File: config.mk
export PLATFORM = sky130hd
export DESIGN_NAME = lcd_decimal_field_writer
export DESIGN_NICKNAME = d
export VERILOG_FILES = /design/src/lcd_dfw_pkg.sv /design/src/lcd_dfw_pipe.sv /design/src/lcd_dfw_ser.sv /design/src/lcd_decimal_field_writer.sv
export VERILOG_INCLUDE_DIRS = /design/src /design/src/src
export SDC_FILE = /design/constraint.sdc
export NUM_CORES = 1
export LEC_CHECK = 0
export BUFFER_PORTS_ARGS = -buffer_cell sky130_fd_sc_hd__buf_2
export CAP_MARGIN = 20
export CELL_PAD_IN_SITES_DETAIL_PLACEMENT = 1
export CELL_PAD_IN_SITES_GLOBAL_PLACEMENT = 2
export CORE_ASPECT_RATIO = 0.9
export CORE_MARGIN = 8
export CORE_UTILIZATION = 43
export DETAILED_ROUTE_END_ITERATION = 8
export PLACE_DENSITY = 0.84
export REMOVE_ABC_BUFFERS = 1
export SLEW_MARGIN = 15
export SYNTH_ARGS = -nofsm -noshare
export SYNTH_HDL_FRONTEND = slang
export SYNTH_SLANG_ARGS = --single-unit
File: constraint.sdc
create_clock -name clk -period 6.8 [get_ports clk]
set_input_delay 0 -clock clk [delete_from_list [all_inputs] [get_ports clk]]
set_output_delay 0 -clock clk [all_outputs]
set_load 0.01 [all_outputs]
File: src/lcd_decimal_field_writer_defines.svh
// Assertion macros used by the LCD decimal field writer.
`ifndef LCD_DECIMAL_FIELD_WRITER_DEFINES_SVH
`define LCD_DECIMAL_FIELD_WRITER_DEFINES_SVH
`ifndef SYNTHESIS
// Same-cycle implication, disabled while reset is asserted.
`define LCD_ASSERT_IMP(label, clk, rstn, ante, cons) \
  label: assert property (@(posedge clk) disable iff (!rstn) (ante) |-> (cons)) \
    else $error("lcd decimal field writer: assertion failed");
// Next-cycle implication, disabled while reset is asserted.
`define LCD_ASSERT_NXT(label, clk, rstn, ante, cons) \
  label: assert property (@(posedge clk) disable iff (!rstn) (ante) |=> (cons)) \
    else $error("lcd decimal field writer: assertion failed");
`else
`define LCD_ASSERT_IMP(label, clk, rstn, ante, cons)
`define LCD_ASSERT_NXT(label, clk, rstn, ante, cons)
`endif
`endif

File: src/lcd_dfw_pkg.sv
`timescale 1ns / 1ps
package lcd_dfw_pkg;

  // Fixed byte codes of the character display.
  localparam logic [7:0] HOME_CMD   = 8'h80;
  localparam logic [7:0] ASCII_ZERO = 8'h30;
  localparam logic [7:0] ERR_CHAR   = 8'h45;

  // Five decimal digits at most, plus one cursor command.
  localparam int MAX_DIGITS = 5;
  localparam int NUM_SLOTS  = 6;

  // Reciprocal of 100 for values below 10000.
  localparam logic [13:0] REC100       = 14'd5243;
  localparam int          REC100_SHIFT = 19;

  typedef logic [3:0] digit_t;

  // One byte on the display bus with its register select.
  typedef struct packed {
    logic       is_data;
    logic [7:0] data;
  } lcd_sym_t;

  // Cursor command and digit request of one item.
  typedef struct packed {
    logic       cmd_en;
    logic [7:0] cmd_byte;
    logic [3:0] count;
  } head_t;

  // Item with its value already split into decimal digits.
  typedef struct packed {
    head_t                        head;
    digit_t [MAX_DIGITS-1:0]      digits;
  } digit_item_t;

  // DDRAM base address command of rows one to four.
  function automatic logic [7:0] row_base(input logic [1:0] idx);
    logic [7:0] base;
    case (idx)
      2'd0:    base = 8'h80;
      2'd1:    base = 8'hC0;
      2'd2:    base = 8'h94;
      2'd3:    base = 8'hD4;
      default: base = 8'h80;
    endcase
    return base;
  endfunction

  // Splits a value below 100 into tens and ones with a compare ladder.
  function automatic logic [7:0] split_tens(input logic [6:0] x);
    logic [3:0] tens;
    logic [6:0] ones;
    tens = '0;
    for (int k = 1; k < 10; k++) begin
      if (x >= 7'(k * 10)) begin
        tens = 4'(k);
      end
    end
    ones = x - 7'(int'(tens) * 10);
    return {tens, ones[3:0]};
  endfunction

endpackage

File: src/lcd_dfw_pipe.sv
`timescale 1ns / 1ps
module lcd_dfw_pipe (
  input  logic                     clk,
  input  logic                     rst_n,
  input  logic                     in_valid,
  output logic                     in_ready,
  input  logic [2:0]               in_row,
  input  logic [5:0]               in_column,
  input  logic [15:0]              in_value,
  input  logic [3:0]               in_digit_count,
  output logic                     item_valid,
  input  logic                     item_ready,
  output lcd_dfw_pkg::digit_item_t item
);

  // Stage valid bits.
  logic v1_r, v2_r, v3_r, v4_r;
  logic en1, en2, en3, en4;

  // Stage one: captured input fields.
  logic [2:0]  row_r;
  logic [5:0]  column_r;
  logic [15:0] value_r;
  logic [3:0]  count_r;

  // Stage two: ten-thousands digit and remainder.
  lcd_dfw_pkg::head_t head2_r;
  logic [2:0]         q4_2_r;
  logic [13:0]        rem2_r;

  // Stage three: hundreds part found.
  lcd_dfw_pkg::head_t head3_r;
  logic [2:0]         q4_3_r;
  logic [13:0]        rem3_r;
  logic [6:0]         hi3_r;

  // Stage four: two pairs of digits below 100.
  lcd_dfw_pkg::head_t head4_r;
  logic [2:0]         q4_4_r;
  logic [6:0]         hi4_r;
  logic [6:0]         lo4_r;

  lcd_dfw_pkg::head_t head_nxt;
  logic [2:0]         q4_nxt;
  logic [15:0]        rem_full;
  logic [26:0]        prod;
  logic [6:0]         hi_nxt;
  logic [13:0]        lo_full;
  logic [7:0]         hi_pair;
  logic [7:0]         lo_pair;

  // A stage takes new data when it is empty or its contents move on.
  assign en4      = !v4_r || item_ready;
  assign en3      = !v3_r || en4;
  assign en2      = !v2_r || en3;
  assign en1      = !v1_r || en2;
  assign in_ready = en1;

  always_ff @(posedge clk) begin
    if (!rst_n) begin
      v1_r <= 1'b0;
      v2_r <= 1'b0;
      v3_r <= 1'b0;
      v4_r <= 1'b0;
    end else begin
      if (en1) v1_r <= in_valid;
      if (en2) v2_r <= v1_r;
      if (en3) v3_r <= v2_r;
      if (en4) v4_r <= v3_r;
    end
  end

  // Cursor command and ten-thousands digit from the raw fields.
  always_comb begin
    head_nxt.count = count_r;
    if ((row_r == 3'd0) || (column_r == 6'd0)) begin
      head_nxt.cmd_en   = 1'b1;
      head_nxt.cmd_byte = lcd_dfw_pkg::HOME_CMD;
    end else if (row_r <= 3'd4) begin
      head_nxt.cmd_en   = 1'b1;
      head_nxt.cmd_byte = lcd_dfw_pkg::row_base(2'(row_r - 3'd1)) + {2'b00, column_r} - 8'd1;
    end else begin
      head_nxt.cmd_en   = 1'b0;
      head_nxt.cmd_byte = lcd_dfw_pkg::HOME_CMD;
    end
    q4_nxt = '0;
    for (int k = 1; k < 7; k++) begin
      if (value_r >= 16'(k * 10000)) begin
        q4_nxt = 3'(k);
      end
    end
    rem_full = value_r - 16'(int'(q4_nxt) * 10000);
  end

  // Hundreds by reciprocal multiplication, exact below 10000.
  assign prod   = 27'(rem2_r) * 27'(lcd_dfw_pkg::REC100);
  assign hi_nxt = 7'(prod >> lcd_dfw_pkg::REC100_SHIFT);

  // Remainder below 100.
  assign lo_full = rem3_r - 14'(hi3_r) * 14'd100;

  always_ff @(posedge clk) begin
    if (en1) begin
      row_r    <= in_row;
      column_r <= in_column;
      value_r  <= in_value;
      count_r  <= in_digit_count;
    end
    if (en2) begin
      head2_r <= head_nxt;
      q4_2_r  <= q4_nxt;
      rem2_r  <= rem_full[13:0];
    end
    if (en3) begin
      head3_r <= head2_r;
      q4_3_r  <= q4_2_r;
      rem3_r  <= rem2_r;
      hi3_r   <= hi_nxt;
    end
    if (en4) begin
      head4_r <= head3_r;
      q4_4_r  <= q4_3_r;
      hi4_r   <= hi3_r;
      lo4_r   <= lo_full[6:0];
    end
  end

  // Final split of both pairs into single digits.
  assign hi_pair    = lcd_dfw_pkg::split_tens(hi4_r);
  assign lo_pair    = lcd_dfw_pkg::split_tens(lo4_r);
  assign item_valid = v4_r;

  always_comb begin
    item.head      = head4_r;
    item.digits[4] = {1'b0, q4_4_r};
    item.digits[3] = hi_pair[7:4];
    item.digits[2] = hi_pair[3:0];
    item.digits[1] = lo_pair[7:4];
    item.digits[0] = lo_pair[3:0];
  end

endmodule

File: src/lcd_dfw_ser.sv
`timescale 1ns / 1ps
`include "lcd_decimal_field_writer_defines.svh"
module lcd_dfw_ser (
  input  logic                     clk,
  input  logic                     rst_n,
  input  logic                     item_valid,
  output logic                     item_ready,
  input  lcd_dfw_pkg::digit_item_t item,
  output logic                     out_valid,
  input  logic                     out_ready,
  output logic                     out_is_data,
  output logic [7:0]               out_lcd_byte,
  output logic                     out_last
);

  lcd_dfw_pkg::lcd_sym_t slot_r   [lcd_dfw_pkg::NUM_SLOTS];
  lcd_dfw_pkg::lcd_sym_t slot_nxt [lcd_dfw_pkg::NUM_SLOTS];
  lcd_dfw_pkg::lcd_sym_t dsym     [lcd_dfw_pkg::NUM_SLOTS];
  logic [2:0]            left_r;
  logic [2:0]            n_new;
  logic [2:0]            nd;
  logic [3:0]            di;
  logic                  load;
  logic                  take;

  // The byte list of an item, with an unused tail of zeros.
  always_comb begin
    for (int j = 0; j < lcd_dfw_pkg::NUM_SLOTS; j++) begin
      dsym[j] = '0;
    end
    di = '0;
    if (item.head.count > 4'd5) begin
      nd      = 3'd1;
      dsym[0] = '{is_data: 1'b1, data: lcd_dfw_pkg::ERR_CHAR};
    end else begin
      nd = item.head.count[2:0];
      for (int j = 0; j < lcd_dfw_pkg::MAX_DIGITS; j++) begin
        di = item.head.count - 4'(j) - 4'd1;
        if ((4'(j) < item.head.count) && (di < 4'd5)) begin
          dsym[j] = '{is_data: 1'b1,
                      data: lcd_dfw_pkg::ASCII_ZERO + {4'b0000, item.digits[di[2:0]]}};
        end
      end
    end
    // The cursor command, when present, goes first.
    for (int i = 0; i < lcd_dfw_pkg::NUM_SLOTS; i++) begin
      if (item.head.cmd_en) begin
        if (i == 0) begin
          slot_nxt[i] = '{is_data: 1'b0, data: item.head.cmd_byte};
        end else begin
          slot_nxt[i] = dsym[i-1];
        end
      end else begin
        slot_nxt[i] = dsym[i];
      end
    end
    n_new = nd + {2'b00, item.head.cmd_en};
  end

  // A new item loads once the last byte of the previous one is transferred.
  assign out_valid  = (left_r != 3'd0);
  assign take       = out_valid && out_ready;
  assign item_ready = (left_r == 3'd0) || ((left_r == 3'd1) && out_ready);
  assign load       = item_valid && item_ready;

  always_ff @(posedge clk) begin
    if (!rst_n) begin
      left_r <= '0;
    end else if (load) begin
      left_r <= n_new;
    end else if (take) begin
      left_r <= left_r - 3'd1;
    end
  end

  always_ff @(posedge clk) begin
    if (load) begin
      slot_r <= slot_nxt;
    end else if (take) begin
      for (int i = 0; i < lcd_dfw_pkg::NUM_SLOTS - 1; i++) begin
        slot_r[i] <= slot_r[i+1];
      end
      slot_r[lcd_dfw_pkg::NUM_SLOTS-1] <= '0;
    end
  end

  assign out_is_data  = slot_r[0].is_data;
  assign out_lcd_byte = slot_r[0].data;
  assign out_last     = (left_r == 3'd1);

  // An item with bytes to send is shown in the next cycle.
  `LCD_ASSERT_NXT(a_load_shows, clk, rst_n, load && (n_new != 3'd0), out_valid)
  // A transfer that is not the last one leaves more bytes waiting.
  `LCD_ASSERT_NXT(a_more_follow, clk, rst_n, take && !out_last, out_valid)
  // Only the first byte of an item can be a command.
  `LCD_ASSERT_NXT(a_cmd_first, clk, rst_n, take && !out_last, out_is_data)

endmodule

File: src/lcd_decimal_field_writer.sv
`timescale 1ns / 1ps
// Path: an item passes the four-stage digit pipeline and is then loaded into the
// output register, which shows its first byte. Throughput: one input transfer per
// cycle while in_ready is high; one output byte per cycle while out_ready is high,
// up to six bytes per item (cursor command plus digits); an empty item sends none.
// Reset: synchronous, active low; it empties the pipeline and the output register.
module lcd_decimal_field_writer (
  input  logic        clk,
  input  logic        rst_n,
  input  logic        in_valid,
  output logic        in_ready,
  input  logic [2:0]  in_row,
  input  logic [5:0]  in_column,
  input  logic [15:0] in_value,
  input  logic [3:0]  in_digit_count,
  output logic        out_valid,
  input  logic        out_ready,
  output logic        out_is_data,
  output logic [7:0]  out_lcd_byte,
  output logic        out_last
);

  logic                     item_valid;
  logic                     item_ready;
  lcd_dfw_pkg::digit_item_t item;

  // Cursor command and decimal digits of each item.
  lcd_dfw_pipe u_pipe (
    .clk            (clk),
    .rst_n          (rst_n),
    .in_valid       (in_valid),
    .in_ready       (in_ready),
    .in_row         (in_row),
    .in_column      (in_column),
    .in_value       (in_value),
    .in_digit_count (in_digit_count),
    .item_valid     (item_valid),
    .item_ready     (item_ready),
    .item           (item)
  );

  // Byte stream towards the display bus.
  lcd_dfw_ser u_ser (
    .clk          (clk),
    .rst_n        (rst_n),
    .item_valid   (item_valid),
    .item_ready   (item_ready),
    .item         (item),
    .out_valid    (out_valid),
    .out_ready    (out_ready),
    .out_is_data  (out_is_data),
    .out_lcd_byte (out_lcd_byte),
    .out_last     (out_last)
  );

endmodule

# --- After elaboration in Yosys (flattened, before gate mapping) ---
# Cells that the tools add are included.
op_classes:
  add_sub_neg: 22
  n_mul: 5
  magnitude_cmp: 41
  eq_ne: 4
  mux: 56
  n_bitwise: 1
  n_reduce_logical: 25
op_table:
  columns: ["op", "count"]
  rows:
  - ["9-bit 2-to-1 mux", 13]
  - ["54-bit 2-to-1 mux", 2]
  - ["4-bit binary-select mux with 3-bit select", 5]
  - ["16-bit greater-or-equal comparator, second input constant", 3]
  - ["7-bit by 6-bit greater-or-equal comparator with 1-bit output, second input constant", 6]
  - ["7-bit greater-or-equal comparator, second input constant", 6]
  - ["3-bit 2-to-1 mux", 14]
  - ["36-bit 2-to-1 mux", 1]
  - ["4-bit 2-to-1 mux", 9]
  - ["6-bit by 4-bit adder with 7-bit output, first input constant", 5]
  - ["16-bit by 15-bit greater-or-equal comparator with 1-bit output, second input constant", 2]
  - ["8-bit case mux with 4 select lines", 1]
  - ["7-bit by 5-bit greater-or-equal comparator with 1-bit output, second input constant", 4]
  - ["14-bit by 13-bit multiplier with 26-bit output, second input constant", 1]
  - ["3-bit by 4-bit < comparator with 1-bit output, second input constant", 5]
  - ["4-bit by 3-bit < comparator with 1-bit output, second input constant", 5]
  - ["4-bit by 1-bit subtractor with 4-bit output, second input constant", 5]
  - ["16-bit by 14-bit greater-or-equal comparator with 1-bit output, second input constant", 1]
  - ["8-bit 2-to-1 mux", 2]
  - ["7-bit by 4-bit greater-or-equal comparator with 1-bit output, second input constant", 2]
  - ["14-bit subtractor", 1]
  - ["2-bit 2-to-1 mux", 6]
  - ["3-bit by 10-bit multiplier with 10-bit output, second input constant", 1]
  - ["8-bit by 6-bit adder with 8-bit output", 1]
  - ["29 further kinds", 53]
totals:
  reg_bits: 180
  input_bits: 33
  out_inout_bits: 12
  word_cells: 192

# --- Logic depth before layout (Yosys ltp) ---
logic_depth:
  word_depth: 19
  mapped_depth: 19
  ltp_nobuf: 19

# --- By module ---
# A second synthesis with hierarchy kept.
hier_totals:
  hier_cells: 1119
  area_unflattened_um2: 12223.0
modules_own_cells:
  columns: ["module", "n_inst", "cells_each", "area_per_inst_um2", "seq_area_each_um2"]
  rows:
  - ["lcd_dfw_pipe", 1, 791, 9088.7, 3653.5]
  - ["lcd_dfw_ser", 1, 328, 3134.3, 1141.1]

# --- Least setup slack after synthesis ---
# OpenSTA, ideal clock, no wires.
synth_timing:
  path_type: "reg-to-reg"
  from: "reg u_pipe.rem2_r[9]"
  to: "reg u_pipe.hi3_r[6], data pin"
  t_arrival_ns: 4.575
  setup_slack_ns: 2.089
  path_stages_with_launch: 18
  path_buffers: 0
  path_cell_list: "edfxtp_1 ha_1 inv_1 fa_1 inv_1 fa_1 inv_1 fa_1 inv_1 fa_1 ha_1 a21o_1 a21oi_1 o21ai_0 a22oi_1 a31oi_1 or4_1 nand3_1"
synth_via:
  elab_chain_cells: 1
synth_rtl:
  columns: ["element", "line_no", "text"]
  rows:
  - ["from (decl)", "lcd_dfw_pipe.sv:29", "logic [13:0] rem2_r;"]
  - ["from (signal assigned)", "lcd_dfw_pipe.sv:112", "rem2_r <= rem_full[13:0];"]
  - ["14-bit by 13-bit multiplier with 26-bit output", "lcd_dfw_pipe.sv:96", "assign prod = 27'(rem2_r) * 27'(lcd_dfw_pkg::REC100);"]
  - ["net u_pipe.prod[25]", "lcd_dfw_pipe.sv:46", "logic [26:0] prod;"]
  - ["to (signal assigned)", "lcd_dfw_pipe.sv:118", "hi3_r <= hi_nxt;"]
  - ["to (decl)", "lcd_dfw_pipe.sv:35", "logic [6:0] hi3_r;"]
# The timed path passes the listed nets, and every way through them passes these cells.
# A chain may end at the register's enable or synchronous reset.

# --- Worst setup path after layout ---
layout_timing:
  from: "reg u_pipe.rem2_r[12]"
  to: "reg u_pipe.hi3_r[6], data pin"
# The elaborated chain is that of the path after synthesis.

==> results by group <==
STA
  • Final WS setup: 1628 ps
  • Final Critical Period: 5172 ps
  • RSZ-0062 raised after global routing: false
  • Tcrit/Tclk final: 0.7606
  • Final Hold Vio Count: 0
  • Setup TNS: 0 ps
  • Tightest Pin Transition: 1069 ps
  • Clock skew: 16.66 ps
  • Setup-failing EPs final: 0
  • Max-slew violations: 0
  • F_max: 0.1934 GHz
  • Relative slew slack: 0.2809

Route
  • ANT nets after route: 0
  • Vias/cell: 5.376
  • Drt first-iter violations: 514
  • DRC violations left: 0
  • Routed WL per cell: 18.81 um
  • Post-Route WL: 29320 um
  • Routed via count: 8381
  • First-pass iteration count of the detailed router: 4

Critical path
  • Worst EP required: 7090 ps
  • Bufs and invs on worst path: 2
  • Slowest stage cell, crit path: fa_1
  • Top delay family on crit path: adder cells
  • Critical path endpoint category: register
  • Cell mode on critical path: fa_1
  • Critical path type: register to register
  • R2r setup slk: 1630 ps
  • Critical Path, Cell by Cell: fa_1 -> ha_1 -> fa_1 -> inv_1 -> fa_1 -> fa_1 -> inv_1 -> ha_1 -> a211o_1 -> a21oi_1 -> o21ai_0 -> a22oi_1 -> a31oi_1 -> or4_1 -> nand3_1
  • CP max stage delay: 560 ps
  • Crit start category: register
  • Worst endpoint data arrival time: 5460 ps
  • Crit-path max FO: 7

CTS
  • Buffer count from post-CTS setup fixing: 0
  • CTS tree: built
  • Clk pin slew, worst setup/hold paths: 80 ps
  • Total clock sinks: 162
  • Root buf cell: clkbuf_16
  • CTS Buf Count: 17
  • Worst-Skew Late Latency: 430 ps
  • Cts hold-fix bufs: 33
  • CTS max path bufs: 2
  • CTS H-tree lvls: 4
  • Post-cts resize count: 0

Yosys
  • Avg Synthesized Cell Area: 10.83 um2
  • Synth warnings: 0
  • Main flop type after synthesis: edfxtp_1
  • Ys async rst share: 0
  • Synth top area cells: edfxtp_1, ha_1, fa_1
  • Yosys reg bits: 162
  • Post-Synth Simple-Gate Area: 0.09344
  • Largest family of logic cells by synthesized area: adder cells
  • Cell area after synthesis: 12160 um2
  • Adder-Cell Fraction of Synth Area: 0.2593
  • Yosys top cell by area: edfxtp_1
  • Synth Area in XOR/XNOR: 0.03417
  • Post-synthesis mux area share: 0.01358
  • Part of the Yosys area used for sequential elements: 0.3944
  • Post-synth EDFFs: 155
  • Post-synth cell types: 72
  • Yosys top cell area share: 0.3828
  • Mapped Cells: 1123
  • Compound-Gate Fraction of Synth Area: 0.1284

Die
  • Die span in x: 193.2 um
  • Core Area: 27870 um2
  • Initial Util: 0.4363
  • IO Count: 45
  • Die area: 33920 um2
  • Die height: 175.5 um
  • Cell Rows: 58

Finish
  • Fraction of layout instances using a drive strength above 1: 0.08757
  • Final Cell Area: 13670 um2
  • Final net count: 1429
  • Area Overhead vs Synth: 12.45%
  • ANT cells: 0

Global routing
  • Number of global-route vias before repair: 9194
  • First-pass GRT wire length: 48720 um
  • Congestion Overflow GR: 0
  • Total Routing Usage GR: 0.1780
  • Initial antenna violation count: 0
  • Gr busiest metal: met2
  • Met1 usage: 0.2383
  • Pin count of the biggest net entering global routing: 43
  • GR Util met2: 0.2981
  • GR Util met3: 0.03118

Placement
  • Placement Setup Slack: 1704 ps
  • Placement Cell Area: 12680 um2
  • Routability cong.: 0.8212
  • IO buf count: 44
  • HPWL after detailed placement: 22340 um

Status
  • Status: complete, no violations

Worst hold path
  • Worst min path class: input pin to register

Flow run
  • Max_cap viols: 0
[per-stage QoR]
stage	util	hold slack (ps)	instances
after global routing	0.4906	248.3	1559
after global placement	0.4552	176.1	1493
after CTS	0.4896	248.3	1558
after detailed placement	0.4552	178.8	1493
after floorplan	-	98.87	1082
final	0.4906	271.5	1559
[cells by family (layout without fill, tap and decap cells)]
| logic type | Yosys count | after routing |
|---|---|---|
| AO/OA/AOI/OAI | 225 | 225 |
| flip-flops | 162 | 162 |
| multiplexers | 12 | 12 |
| adder cells (fa/ha/maj) | 210 | 210 |
| AND/OR/NAND/NOR | 232 | 232 |
| XOR/XNOR | 45 | 45 |
| buffers and inverters | 237 | 313 |
[worst reg2reg max path, delay by kind of cell (launching register included)]
| kind | cells | cell delay, ps |
|---|---|---|
| flops | 1 | 540 |
| buf+inv | 2 | 110 |
| compound gates | 5 | 1020 |
| simple gates | 2 | 620 |
| fa+ha+maj | 6 | 2720 |
[sequential cells by signal (all words and copies together), names as in the netlist]
| register | count |
|---|---|
| u_ser.out_is_data | 1 |
| u_pipe.rem2_r | 14 |
| u_pipe.column_r | 6 |
| u_pipe.q4_4_r | 3 |
| u_pipe.rem3_r | 7 |
| u_pipe.v2_r | 1 |
| u_pipe.value_r | 16 |
| u_pipe.q4_2_r | 3 |
| u_ser.left_r | 3 |
| u_pipe.v1_r | 1 |
| u_pipe.q4_3_r | 3 |
| u_pipe.item_valid | 1 |
| u_pipe.v3_r | 1 |
| u_pipe.lo4_r | 7 |
| u_pipe.count_r | 4 |
| u_pipe.head2_r | 13 |
| u_ser.out_lcd_byte | 8 |
| u_pipe.item | 13 |
| u_pipe.hi4_r | 7 |
| u_pipe.head3_r | 13 |
| u_pipe.row_r | 3 |
| u_pipe.hi3_r | 7 |
| u_ser.slot_r | 27 |
[cells in the final DEF (no fill, tap or decap), types with 40 or more instances in the layout]
cell type / instances
a21oi_1: 40
buf_2: 44
edfxtp_1: 155
fa_1: 70
ha_1: 140
inv_1: 191
nand2_1: 57
nor2_1: 62
o21ai_0: 40
[Yosys cell counts, drive strengths merged (14+ instances only)]
master  count
inv       194
edfxtp    155
ha        140
fa         70
nor2       62
nand2      57
o21ai      41
a21oi      40
xnor2      34
nand3      25
a21o       21
clkbuf     21
buf        20
o211ai     19
a31oi      17
nor3       14
o21a       14
[path summary, 6_finish.rpt]
path,start,to,depth (start not counted)
worst min register to register,u_pipe.head2_r[2]$_DFFE_PP_,u_pipe.head3_r[2]$_DFFE_PP_,0
worst max-delay path,u_pipe.rem2_r[12]$_DFFE_PP_,u_pipe.hi3_r[6]$_DFFE_PP_,15
worst min-delay path,in_column[4],u_pipe.column_r[4]$_DFFE_PP_,2
worst max register to register,u_pipe.rem2_r[12]$_DFFE_PP_,u_pipe.hi3_r[6]$_DFFE_PP_,15
[final cells by class]
type                    instances  area (um2)
clock buffers                  17       425.4
clock inverters                15       203.9
fillers                      3065       14190
inverters                     196       735.7
multi-input cells             724        6431
flip-flops and latches        162        4795
well taps                     360       450.4
repair buffers                 85       630.6
[per-layer routing]
layer	up-vias	part of all wire
li1	4080	-
met1	4155	0.48
met4	0	0.013
met3	24	0.032
met5	-	0
met2	122	0.48
Power is left out: the tool's default activity adds up to more than one toggle a clock period on the data nets, which glitch-free logic cannot reach.
